**src/sv/mm_pkg.sv**
```systemverilog
// Shared types and constants of the matrix multiply unit.
package mm_pkg;

   localparam int MAX_DIM_DEF   = 8;
   localparam int ELEM_BITS_DEF = 16;
   localparam int IDX_W         = 3;
   localparam int DIM_W         = 4;
   localparam int ACC_W         = 36;
   localparam int RSP_W         = 48;
   localparam int CSR_IDX_W     = 2;

   localparam logic [CSR_IDX_W-1:0] CSR_ROWS_A    = 2'd0;
   localparam logic [CSR_IDX_W-1:0] CSR_INNER_DIM = 2'd1;
   localparam logic [CSR_IDX_W-1:0] CSR_COLS_B    = 2'd2;

   typedef enum logic [1:0] {
      ST_LOAD,
      ST_CALC,
      ST_WAIT,
      ST_EMIT
   } state_type;

   typedef struct packed {
      logic             valid;
      logic             first;
      logic [IDX_W-1:0] k;
   } ctl_type;

endpackage

```
**src/sv/mm_cell.sv**
```systemverilog
// One multiply-accumulate cell: holds one column of B and one element of C.
module mm_cell #(
   parameter int MAX_DIM   = mm_pkg::MAX_DIM_DEF,
   parameter int ELEM_BITS = mm_pkg::ELEM_BITS_DEF
) (
   input  logic                        clock,
   input  logic                        reset,
   input  mm_pkg::ctl_type             ctl_in,
   input  logic signed [ELEM_BITS-1:0] a_in,
   input  logic                        b_we,
   input  logic [mm_pkg::IDX_W-1:0]    b_k,
   input  logic [ELEM_BITS-1:0]        b_data,
   output mm_pkg::ctl_type             ctl_out,
   output logic signed [ELEM_BITS-1:0] a_out,
   output logic [mm_pkg::ACC_W-1:0]    acc_out
);
   localparam int IW = (MAX_DIM > 1) ? $clog2(MAX_DIM) : 1;

   logic [ELEM_BITS-1:0]          b_mem_ff [MAX_DIM];
   mm_pkg::ctl_type               ctl_ff;
   logic signed [ELEM_BITS-1:0]   a_ff;
   logic                          prod_vld_ff;
   logic                          prod_first_ff;
   logic signed [2*ELEM_BITS-1:0] prod_ff;
   logic signed [2*ELEM_BITS-1:0] prod_in;
   logic [mm_pkg::ACC_W-1:0]      prod_ext;
   logic [mm_pkg::ACC_W-1:0]      acc_ff;
   logic [mm_pkg::ACC_W-1:0]      acc_in;

   always_ff @(posedge clock) begin
      if (b_we) begin
         b_mem_ff[b_k[IW-1:0]] <= b_data;
      end
   end

   assign prod_in  = a_in * $signed(b_mem_ff[ctl_in.k[IW-1:0]]);
   assign prod_ext = mm_pkg::ACC_W'(prod_ff);
   assign acc_in   = prod_first_ff ? prod_ext : acc_ff + prod_ext;

   always_ff @(posedge clock) begin
      if (reset) begin
         ctl_ff      <= '0;
         prod_vld_ff <= 1'b0;
      end else begin
         ctl_ff      <= ctl_in;
         prod_vld_ff <= ctl_in.valid;
      end
      a_ff          <= a_in;
      prod_first_ff <= ctl_in.first;
      prod_ff       <= prod_in;
      if (prod_vld_ff) begin
         acc_ff <= acc_in;
      end
   end

   assign ctl_out = ctl_ff;
   assign a_out   = a_ff;
   assign acc_out = acc_ff;
endmodule

```
**config.mk**
```make
export PLATFORM = sky130hd
export DESIGN_NAME = mm_cell
export DESIGN_NICKNAME = d
export VERILOG_FILES = /design/src/sv/mm_pkg.sv /design/src/sv/mm_cell.sv
export SDC_FILE = /design/constraint.sdc
export NUM_CORES = 1
export LEC_CHECK = 0
export BUFFER_PORTS_ARGS = -buffer_cell sky130_fd_sc_hd__buf_2
export CAP_MARGIN = 25
export CORE_UTILIZATION = 45
export DETAILED_ROUTE_END_ITERATION = 8
export PLACE_DENSITY = 0.69
export RECOVER_POWER = 25
export SLEW_MARGIN = 20
export SYNTH_ARGS = -nofsm -noshare
export SYNTH_HDL_FRONTEND = slang
export SYNTH_SLANG_ARGS = --single-unit
```
**constraint.sdc**
```tcl
create_clock -name clock -period 6.9 [get_ports clock]
set_input_delay 0.69 -clock clock [delete_from_list [all_inputs] [get_ports clock]]
set_output_delay 0.69 -clock clock [all_outputs]
set_load 0.005 [all_outputs]
```
==> results.txt, run 1 <==
The worst hold path terminates at prod_first_ff. The number of nets in the synthesized netlist came out at 2172. The number of failing hold endpoints at the final stage came to 0. The overall die height is 209 um.

In this run the most critical hold path is launched from ctl_in[3]. After technology mapping, the gate count stands at 1749. The total iterations of the first detailed-routing run came out at 6. The total negative setup slack came out at 0 ps.

The clock tree skew after final layout came out at 31.9 ps. The origin of the worst setup path is b_mem_ff[3][4]. The cell row count is 75. The initial antenna violation count was 1.

The buffer levels on the longest clock path came out at 3. The final route contains 12.8k vias. Measured in cells, the most critical reg-to-reg path has a length of 22. The total area of sequential cells is 6010 sq um. The xor and xnor fraction of the mapped netlist area came out at 0.0232.

Counting flops with a built-in enable in the synthesized netlist gives 164. For this run, the number of Yosys warnings is 0. The signal on the critical path passes through mux4_2 > mux2i_4 > buf_4 > nor2b_1 > fa_1 > inv_1 > fa_1 > fa_1 > fa_1 > inv_1 > fa_1 > fa_1 > ha_4 > a21o_1 > o2bb2ai_1 > or4_1 > o21ai_2 > a211oi_2 > o21ai_2 > a22oi_2 > a221oi_2 > xnor2_1. The estimated wirelength of the detail-placed design came out at 33400 um. Once routing completed, OpenROAD measured the worst setup slack at 255 ps. The overall routed net length is 41900 um. The type of destination of the critical path is a flip-flop. The max-slew headroom at the worst pin came out at 0.298. The commonest cells after synthesis are sky130_fd_sc_hd__inv_1 (331), sky130_fd_sc_hd__fa_1 (263), sky130_fd_sc_hd__nand2_1 (165).

The worst reg2reg path endpoint is prod_ff[31]. The number of failing setup endpoints in the final timing report is 0. The die is 209 um wide. The maximum frequency from static timing analysis is 150 MHz. The global router's overall resource usage came out at 0.198. The filler cell count is 3705. The die area came out at 43500 sq um.

The number of setup buffers added after CTS is 0. The worst hold path belongs to the class in -> reg. The global route total overflow is 0.

The count of boundary I/O pins came out at 100. The largest net degree at the start of global routing is 68. The starting density of the core came out at 0.457. Routability-driven placement finished with a final weighted congestion of 0.852.

The most used flip-flop cell after synthesis is sky130_fd_sc_hd__edfxtp_1. The type of the setup path with the least slack is reg -> reg. The launching point of the worst reg2reg path is b_mem_ff[3][4].

The compound-gate portion of the synthesized area came out at 0.0755. The count of unresolved DRC violations after routing came out at 0. The number of global-route vias before repair came out at 13.9k.

sky130_fd_sc_hd__inv_1 is the most common cell in the netlist. In this run, CTS created clock tree buffers numbering 24. The remaining antenna violation count came out at 0.

The share of the Yosys chip area taken by registers is 0.313. After layout, the minimum clock period comes to 6640 ps. The synthesized design spends more area on one cell type than any other, namely sky130_fd_sc_hd__fa_1. The first-pass GRT wire length came out at 69300 um. For this run, asynchronously set or reset flops after synthesis account for 0.

The number of nets in the layout came out at 2371. The unique cell type count in the Yosys netlist is 64. The kind of start point of the critical path is a flip-flop.

The share of layout cells above drive strength 1 came out at 0.169. The H-tree depth reported by CTS is 1. The number of vias per cell is 5.12.

The total area of multi-input combinational cells came out at 11900 sq um. The first routing iteration left 842 violations. Setup repair after global routing left no endpoint under its margin. Of the post-synthesis cell area, the dominant cell type holds 0.274.

The count of buffers inserted at the top-level ports is 99. For this design, the slowest cell found on the critical path is sky130_fd_sc_hd__fa_1. The combinational family with the most area after synthesis is adder cells. Across all register-to-register paths, the minimum setup slack is 260 ps. The count of max-cap constraint violations came out at 0. The flow ran to the end, and the final reports show no timing, DRC or antenna violations. The simple-gate area share of the yosys netlist is 0.114. Along the worst path, the maximum fanout reaches 7. The max-slew violation count came out at 0. The mux contribution to synthesized area is 0.0486.

Data on the critical path arrives at its endpoint at 7050 ps. The final design area excluding fillers is 22200 sq um. Dividing the synthesized area by the synthesized cell count gives 11.0 sq um. In this design, the critical path's most frequently occurring cell is sky130_fd_sc_hd__fa_1. The number of cells on the worst hold path is 1. The clock slew seen by the registers of the worst setup and hold paths is 60 ps. In this run the clock root is driven by a sky130_fd_sc_hd__clkbuf_16. The placeable core region is 42000 sq um. The area of the mapped netlist is 19200 sq um. TritonCTS built the clock tree. The post-place instance area came out at 21300 sq um. Clock latency on the worst-skew pair, taken at its later pin, is 550 ps. The synthesis-to-finish area growth is 15.3%. The number of register bits inferred by synthesis came out at 218. The worst setup timing slack at the placement stage came out at -360 ps. By area the synthesized netlist is led by sky130_fd_sc_hd__fa_1 (27%), sky130_fd_sc_hd__edfxtp_1 (26%), sky130_fd_sc_hd__ha_1 (7.6%). The biggest cell delay along the critical path is 550 ps. The post-synthesis share of cell area spent on full adders, half adders and majority gates came out at 0.350. Clock tree synthesis found a total of 218 sinks. In the final routed layout, each cell accounts on average for 16.7 um. For the pin with the worst max-slew slack, the measured transition is 1050 ps. Of the available clock period, the critical path in the final layout requires 0.963. At the worst endpoint, the required time is 7310 ps.
-- sequential cells by signal (all words and copies together) (netlist names) --
register,flops
b_mem_ff,128
acc_out,36
prod_ff,32
a_out,16
ctl_out,4
prod_first_ff,1
prod_vld_ff,1
-- stage by stage --
step           utilization  hold WS, ps  instances
2_1_floorplan            -          509       1749
3_3_place_gp         0.506          529       2454
3_5_place_dp         0.507          531       2457
4_1_cts              0.525          256       2501
5_1_grt              0.527          263       2505
6_report             0.527          282       2506
-- cells by family after synthesis --
| group | after synthesis |
|---|---|
| compound gates | 225 |
| xor+xnor | 51 |
| fa+ha+maj | 380 |
| buf+inv | 385 |
| flops | 218 |
| mux | 52 |
| simple gates | 438 |
-- worst max path at each step --
stage | slack [ps] | endpoint | depth (start not counted)
4_1_cts | 200 | prod_ff[31] | 24
5_1_grt | 10 | prod_ff[31] | 23
3_3_place_gp | -240 | prod_ff[31] | 24
6_report | 260 | prod_ff[31] | 22
2_1_floorplan | -40 | prod_ff[31] | 27
3_5_place_dp | -360 | prod_ff[31] | 24
-- what timing repair did --
| action | in CTS | in global routing |
|---|---|---|
| gates resized for setup | 0 | 10 |
| endpoints found under the setup margin | 0 | 5 |
| hold buffers | 0 | 0 |
-- cells in the final DEF, fill, tap and decap left out, types with 5 or more instances in the layout --
cell type,synthesis,routed
sky130_fd_sc_hd__a211oi_1,10,9
sky130_fd_sc_hd__a21o_1,21,21
sky130_fd_sc_hd__a21oi_1,55,54
sky130_fd_sc_hd__a31oi_1,8,8
sky130_fd_sc_hd__and2_1,49,49
sky130_fd_sc_hd__buf_2,6,82
sky130_fd_sc_hd__buf_4,1,116
sky130_fd_sc_hd__buf_8,0,5
sky130_fd_sc_hd__clkbuf_1,47,22
sky130_fd_sc_hd__clkbuf_16,0,25
sky130_fd_sc_hd__clkbuf_8,0,5
sky130_fd_sc_hd__dfxtp_1,54,52
sky130_fd_sc_hd__edfxtp_1,164,164
sky130_fd_sc_hd__fa_1,263,261
sky130_fd_sc_hd__ha_1,117,114
sky130_fd_sc_hd__inv_1,331,331
sky130_fd_sc_hd__mux2_2,10,8
sky130_fd_sc_hd__mux2i_1,10,7
sky130_fd_sc_hd__mux4_2,32,32
sky130_fd_sc_hd__nand2_1,165,165
sky130_fd_sc_hd__nand2b_1,33,33
sky130_fd_sc_hd__nand3_1,9,8
sky130_fd_sc_hd__nor2_1,52,46
sky130_fd_sc_hd__nor2_2,0,6
sky130_fd_sc_hd__nor2b_1,86,86
sky130_fd_sc_hd__nor3_1,12,10
sky130_fd_sc_hd__nor3b_1,6,6
sky130_fd_sc_hd__o21a_1,11,11
sky130_fd_sc_hd__o21ai_0,61,61
sky130_fd_sc_hd__o21bai_1,13,12
sky130_fd_sc_hd__o31ai_1,8,8
sky130_fd_sc_hd__or2_2,7,7
sky130_fd_sc_hd__xnor2_1,33,33
sky130_fd_sc_hd__xor2_1,18,18
-- cell type report --
| type | count | area share |
|---|---|---|
| inverters | 331 | 0.0561 |
| diodes | 1 | 0.000113 |
| well taps | 539 | 0.0304 |
| flip-flops and latches | 218 | 0.271 |
| multi-input cells | 1147 | 0.538 |
| clock buffers | 35 | 0.0312 |
| clock inverters | 9 | 0.00367 |
| repair buffers | 226 | 0.0697 |
-- critical path, delay by kind of cell (launching register included) --
kind,cells,cell delay [ps]
multiplexers,2,820
AO/OA/AOI/OAI,7,1210
adder cells (fa/ha/maj),7,3130
flip-flops,1,380
AND/OR/NAND/NOR,2,490
buffers and inverters,3,320
XOR/XNOR,1,100
-- metal layers --
metal | share of wire | GRT usage
met5 | 0.00026 | 0
met4 | 0.017 | 0.0474
met3 | 0.049 | 0.0320
met2 | 0.48 | 0.344
met1 | 0.45 | 0.258
Power of run 1 is left out: the tool's default activity adds up to more than one toggle a clock period on the data nets, which glitch-free logic cannot reach.
==> run 2: changes to the inputs <==
--- a/config.mk
+++ b/config.mk
@@ -5,12 +5,15 @@
 export SDC_FILE = /design/constraint.sdc
 export NUM_CORES = 1
 export LEC_CHECK = 0
+export ABC_AREA = 1
+export ABC_CLOCK_PERIOD_IN_PS = 6900
 export BUFFER_PORTS_ARGS = -buffer_cell sky130_fd_sc_hd__buf_2
 export CAP_MARGIN = 25
 export CORE_UTILIZATION = 45
 export DETAILED_ROUTE_END_ITERATION = 8
 export PLACE_DENSITY = 0.69
 export RECOVER_POWER = 25
+export SKIP_CTS_REPAIR_TIMING = 1
 export SLEW_MARGIN = 20
 export SYNTH_ARGS = -nofsm -noshare
 export SYNTH_HDL_FRONTEND = slang
==> results.txt, run 2 <==
The final worst-path cycle share came out at 0.918 (was 0.963). The number of failing setup endpoints in the final timing report is 0 (unchanged). The clock tree skew after final layout is 29.6 ps (was 31.9 ps). The total iterations of the first detailed-routing run came out at 5 (was 6).

The most frequent cell on the critical path is sky130_fd_sc_hd__fa_1 (unchanged). The global routing usage on met2 came out at 0.410 (was 0.344). The diode insertion count for antenna repair came out at 0 (was 1). The flip-flop count of the largest register after layout came out at 128 (unchanged). The number of placed cells counting well taps is 3029 (was 2457).

The initial DRC count came to 1035 (was 842). The global router's overall resource usage is 0.243 (was 0.198). The cell type contributing the most total cell area after synthesis is sky130_fd_sc_hd__fa_1 (unchanged). The number of failing hold endpoints at the final stage is 0 (unchanged). The global routing met3 resource utilization was 0.0392 (was 0.0320). The type of the tightest min-delay check was in -> reg (unchanged). The total via count after detailed routing came to 16.0k (was 12.8k). The largest net degree at the start of global routing came to 43 (was 68).

The worst path arrival time came out at 6810 ps (was 7050 ps). The met1 global-route usage is 0.313 (was 0.258). The area of the mapped netlist came out at 20500 sq um (was 19200 sq um). Most numerous cell types in the synthesized netlist: sky130_fd_sc_hd__nand2_1 (472), sky130_fd_sc_hd__inv_1 (455), sky130_fd_sc_hd__nor2_1 (281) (was sky130_fd_sc_hd__inv_1 (331), sky130_fd_sc_hd__fa_1 (263), sky130_fd_sc_hd__nand2_1 (165)). The type of the setup path with the least slack was in -> reg (was reg -> reg). The cell depth of the worst setup path is 24 (was 22). The end point of the critical path is prod_ff[22] (was prod_ff[31]). The worst reg2reg path endpoint is prod_ff[27] (was prod_ff[31]).

The first-pass GRT wire length is 88600 um (was 69300 um). Worst path cell trace: buf_2 > buf_4 > o21ai_0 > o221ai_1 > nand2_2 > inv_2 > nand2_2 > fa_1 > inv_1 > fa_1 > fa_1 > fa_1 > fa_1 > inv_1 > fa_1 > inv_1 > ha_1 > nand2_1 > nor2_1 > inv_1 > nor2_1 > nand4_1 > nand3_1 > xor2_1 (was mux4_2 > mux2i_4 > buf_4 > nor2b_1 > fa_1 > inv_1 > fa_1 > fa_1 > fa_1 > inv_1 > fa_1 > fa_1 > ha_4 > a21o_1 > o2bb2ai_1 > or4_1 > o21ai_2 > a211oi_2 > o21ai_2 > a22oi_2 > a221oi_2 > xnor2_1). The number of nets in the synthesized netlist came to 2756 (was 2172). The clock sink count is 218 (unchanged). The total negative setup slack was 0 ps (unchanged). The share of layout cells above drive strength 1 is 0.112 (was 0.169). The most common flop cell mapped by yosys is sky130_fd_sc_hd__edfxtp_1 (unchanged). The buffer levels on the longest clock path is 3 (unchanged). The clock tree from TritonCTS is yes (unchanged). The count of unresolved DRC violations after routing is 0 (unchanged).

The most common cell after layout, fill and taps aside is sky130_fd_sc_hd__nand2_1 (was sky130_fd_sc_hd__inv_1). The biggest fanout along the worst timing path is 28 (was 7). The synthesis-to-finish area growth came out at 11.1% (was 15.3%). The number of register bits inferred by synthesis is 218 (unchanged). The count of buffers inserted at the top-level ports came out at 99 (unchanged).

The count of max-cap constraint violations came out at 0 (unchanged). The register-to-register setup slack was 840 ps (was 260 ps). The remaining antenna violation count came to 0 (unchanged). The type of destination of the critical path is a flip-flop (unchanged).

The unique cell type count in the Yosys netlist is 44 (was 64). The critical path buffer and inverter count came out at 7 (was 3). The clock slew seen by the registers of the worst setup and hold paths is 60 ps (about the same). Unrepaired setup endpoints after global routing: no (unchanged). The count of flip-flops with a built-in enable after synthesis is 164 (unchanged).

The estimated wirelength of the detail-placed design is 44600 um (was 33400 um). The gate count after technology mapping is 2333 (was 1749). The sequential area share after synthesis is 0.293 (was 0.313).

The maximum frequency from static timing analysis is 158 MHz (was 150 MHz). The final standard cell count with taps included and fillers excluded was 3077 (was 2506). The fraction of post-synthesis cell area in the top cell type by area came to 0.257 (was 0.274). The cell row count is 77 (was 75). The cell type group with the largest total delay on the critical path is adder cells (unchanged). Most area-consuming cells after synthesis: sky130_fd_sc_hd__fa_1 (26%), sky130_fd_sc_hd__edfxtp_1 (24%), sky130_fd_sc_hd__nand2_1 (8.6%) (was sky130_fd_sc_hd__fa_1 (27%), sky130_fd_sc_hd__edfxtp_1 (26%), sky130_fd_sc_hd__ha_1 (7.6%)). The launching point of the worst reg2reg path is b_mem_ff[2][5] (was b_mem_ff[3][4]). The slowest stage cell on the critical path is sky130_fd_sc_hd__fa_1 (unchanged). The die extent in x is 215 um (was 209 um). The H-tree depth reported by CTS came to 1 (unchanged). The overall routed net length is 55200 um (was 41900 um). Run status: finished clean (unchanged). The placeable core region is 44600 sq um (was 42000 sq um).

The die area is 46400 sq um (was 43500 sq um). The number of nets in the layout is 2888 (was 2371). The overall die height came out at 215 um (was 209 um). The buffer cell driving the clock tree root is sky130_fd_sc_hd__clkbuf_16 (unchanged). The layer with the highest usage after global routing was met2 (unchanged). The clock buffer count from CTS came out at 26 (was 24).

The number of global-route vias before repair came out at 16.7k (was 13.9k). The starting density of the core was 0.459 (was 0.457). The kind of start point of the critical path is an input pin (was flip-flop). The origin of the worst setup path is ctl_in[0] (was b_mem_ff[3][4]). The insertion delay of the later-clocked pin in the worst-skew pair is 580 ps (was 550 ps). The number of cell instances on the worst register-to-register path came out at 22 (unchanged).

The biggest cell delay along the critical path came out at 610 ps (was 550 ps). The final RePlAce weighted congestion came to 0.968 (was 0.852). The max-slew headroom at the worst pin is 0.581 (was 0.298). The number of vias per cell is 5.19 (was 5.12). The most common cell in the synthesized netlist is sky130_fd_sc_hd__nand2_1 (was sky130_fd_sc_hd__inv_1). The count of boundary I/O pins is 100 (unchanged). The max-slew violation count came to 0 (unchanged).

The synthesized area divided by synthesized cell count is 8.78 sq um (was 11.0 sq um). The time the final worst path needs with I/O delays and setup is 6330 ps (was 6640 ps). The share of synthesized registers carrying an async set or reset came out at 0 (unchanged).

The Yosys warning count came out at 0 (unchanged). The global route total overflow is 0 (unchanged). The initial antenna violation count came out at 0 (was 1). The data required time of the worst path is 7370 ps (was 7310 ps). Top library cells by usage in the layout, fill and taps aside: sky130_fd_sc_hd__nand2_1 (472), sky130_fd_sc_hd__inv_1 (455), sky130_fd_sc_hd__nor2_1 (281) (was sky130_fd_sc_hd__inv_1 (331), sky130_fd_sc_hd__fa_1 (261), sky130_fd_sc_hd__nand2_1 (165)).

The average wire length per cell after detail routing came to 17.9 um (was 16.7 um). The final hold slack was 253 ps (was 282 ps). The worst-margin pin slew is 628 ps (was 1050 ps).
[run 2: cell types whose count changed in the layout (fill, tap and decap cells not counted), sizes merged, moves of 49 or more]
| cell | previous run | this run |
|---|---|---|
| nor2 | 52 | 303 |
| inv | 333 | 476 |
| nand3 | 9 | 73 |
| buf | 209 | 140 |
| nor2b | 86 | 0 |
| nand2 | 165 | 507 |
| and2 | 49 | 0 |
[run 2: how the worst min path moves through the flow]
stage           startpoint       endpoint  slack (ps)  cells past startpoint
6_report         ctl_in[3]  prod_first_ff         250                      1
4_1_cts          ctl_in[3]  prod_first_ff         230                      1
3_3_place_gp   prod_ff[18]    acc_out[18]         520                      2
5_1_grt          ctl_in[3]  prod_first_ff         230                      1
2_1_floorplan   prod_ff[0]     acc_out[0]         510                      2
3_5_place_dp    prod_ff[6]     acc_out[6]         530                      2
[run 2: routing by layer]
metal,up-vias,routed length [um]
li1,7512,-
met1,7757,23300
met2,549,25600
met3,142,3680
met4,0,2570
met5,-,0
[run 2: layout make-up]
class / count / area [sq um]
Sequential cell: 218 / 6010
Clock buffer: 28 / 668
Multi-Input combinational cell: 1578 / 12300
Tap cell: 592 / 741
Timing Repair Buffer: 163 / 1010
Inverter: 478 / 1800
Fill cell: 4162 / 21900
Clock inverter: 20 / 224
[run 2: logic make-up after synthesis]
group / Yosys count / share of synthesized area
AND/OR/NAND/NOR: 934 / 0.190
buffers and inverters: 537 / 0.106
adder cells (fa/ha/maj): 380 / 0.328
AO/OA/AOI/OAI: 227 / 0.0668
flip-flops: 218 / 0.293
XOR/XNOR: 37 / 0.0158
[run 2: worst reg2reg max path: stages, from the launching register on]
cell and delay [ps]:
sky130_fd_sc_hd__edfxtp_1 310, sky130_fd_sc_hd__o21ai_0 80, sky130_fd_sc_hd__o221ai_1 250, sky130_fd_sc_hd__nand2_2 90
sky130_fd_sc_hd__nor2_1 380, sky130_fd_sc_hd__inv_1 120, sky130_fd_sc_hd__fa_1 570, sky130_fd_sc_hd__inv_1 70
sky130_fd_sc_hd__fa_1 640, sky130_fd_sc_hd__inv_1 100, sky130_fd_sc_hd__fa_1 490, sky130_fd_sc_hd__fa_1 580
sky130_fd_sc_hd__fa_1 440, sky130_fd_sc_hd__fa_1 500, sky130_fd_sc_hd__inv_1 40, sky130_fd_sc_hd__ha_1 350
sky130_fd_sc_hd__nand2_1 110, sky130_fd_sc_hd__nor2_1 160, sky130_fd_sc_hd__inv_1 90, sky130_fd_sc_hd__nor2_1 190
sky130_fd_sc_hd__inv_1 60, sky130_fd_sc_hd__o211ai_1 200, sky130_fd_sc_hd__xor2_1 150
[run 2: stage by stage]
step           setup slack, ps  utilization  instance area (sq um)
2_1_floorplan              544            -                  20500
3_3_place_gp              98.6        0.490                  21900
3_5_place_dp              60.1        0.491                  21900
4_1_cts                    623        0.511                  22800
5_1_grt                    256        0.510                  22800
6_report                   566        0.510                  22800
Power of run 2 is left out for the same reason.
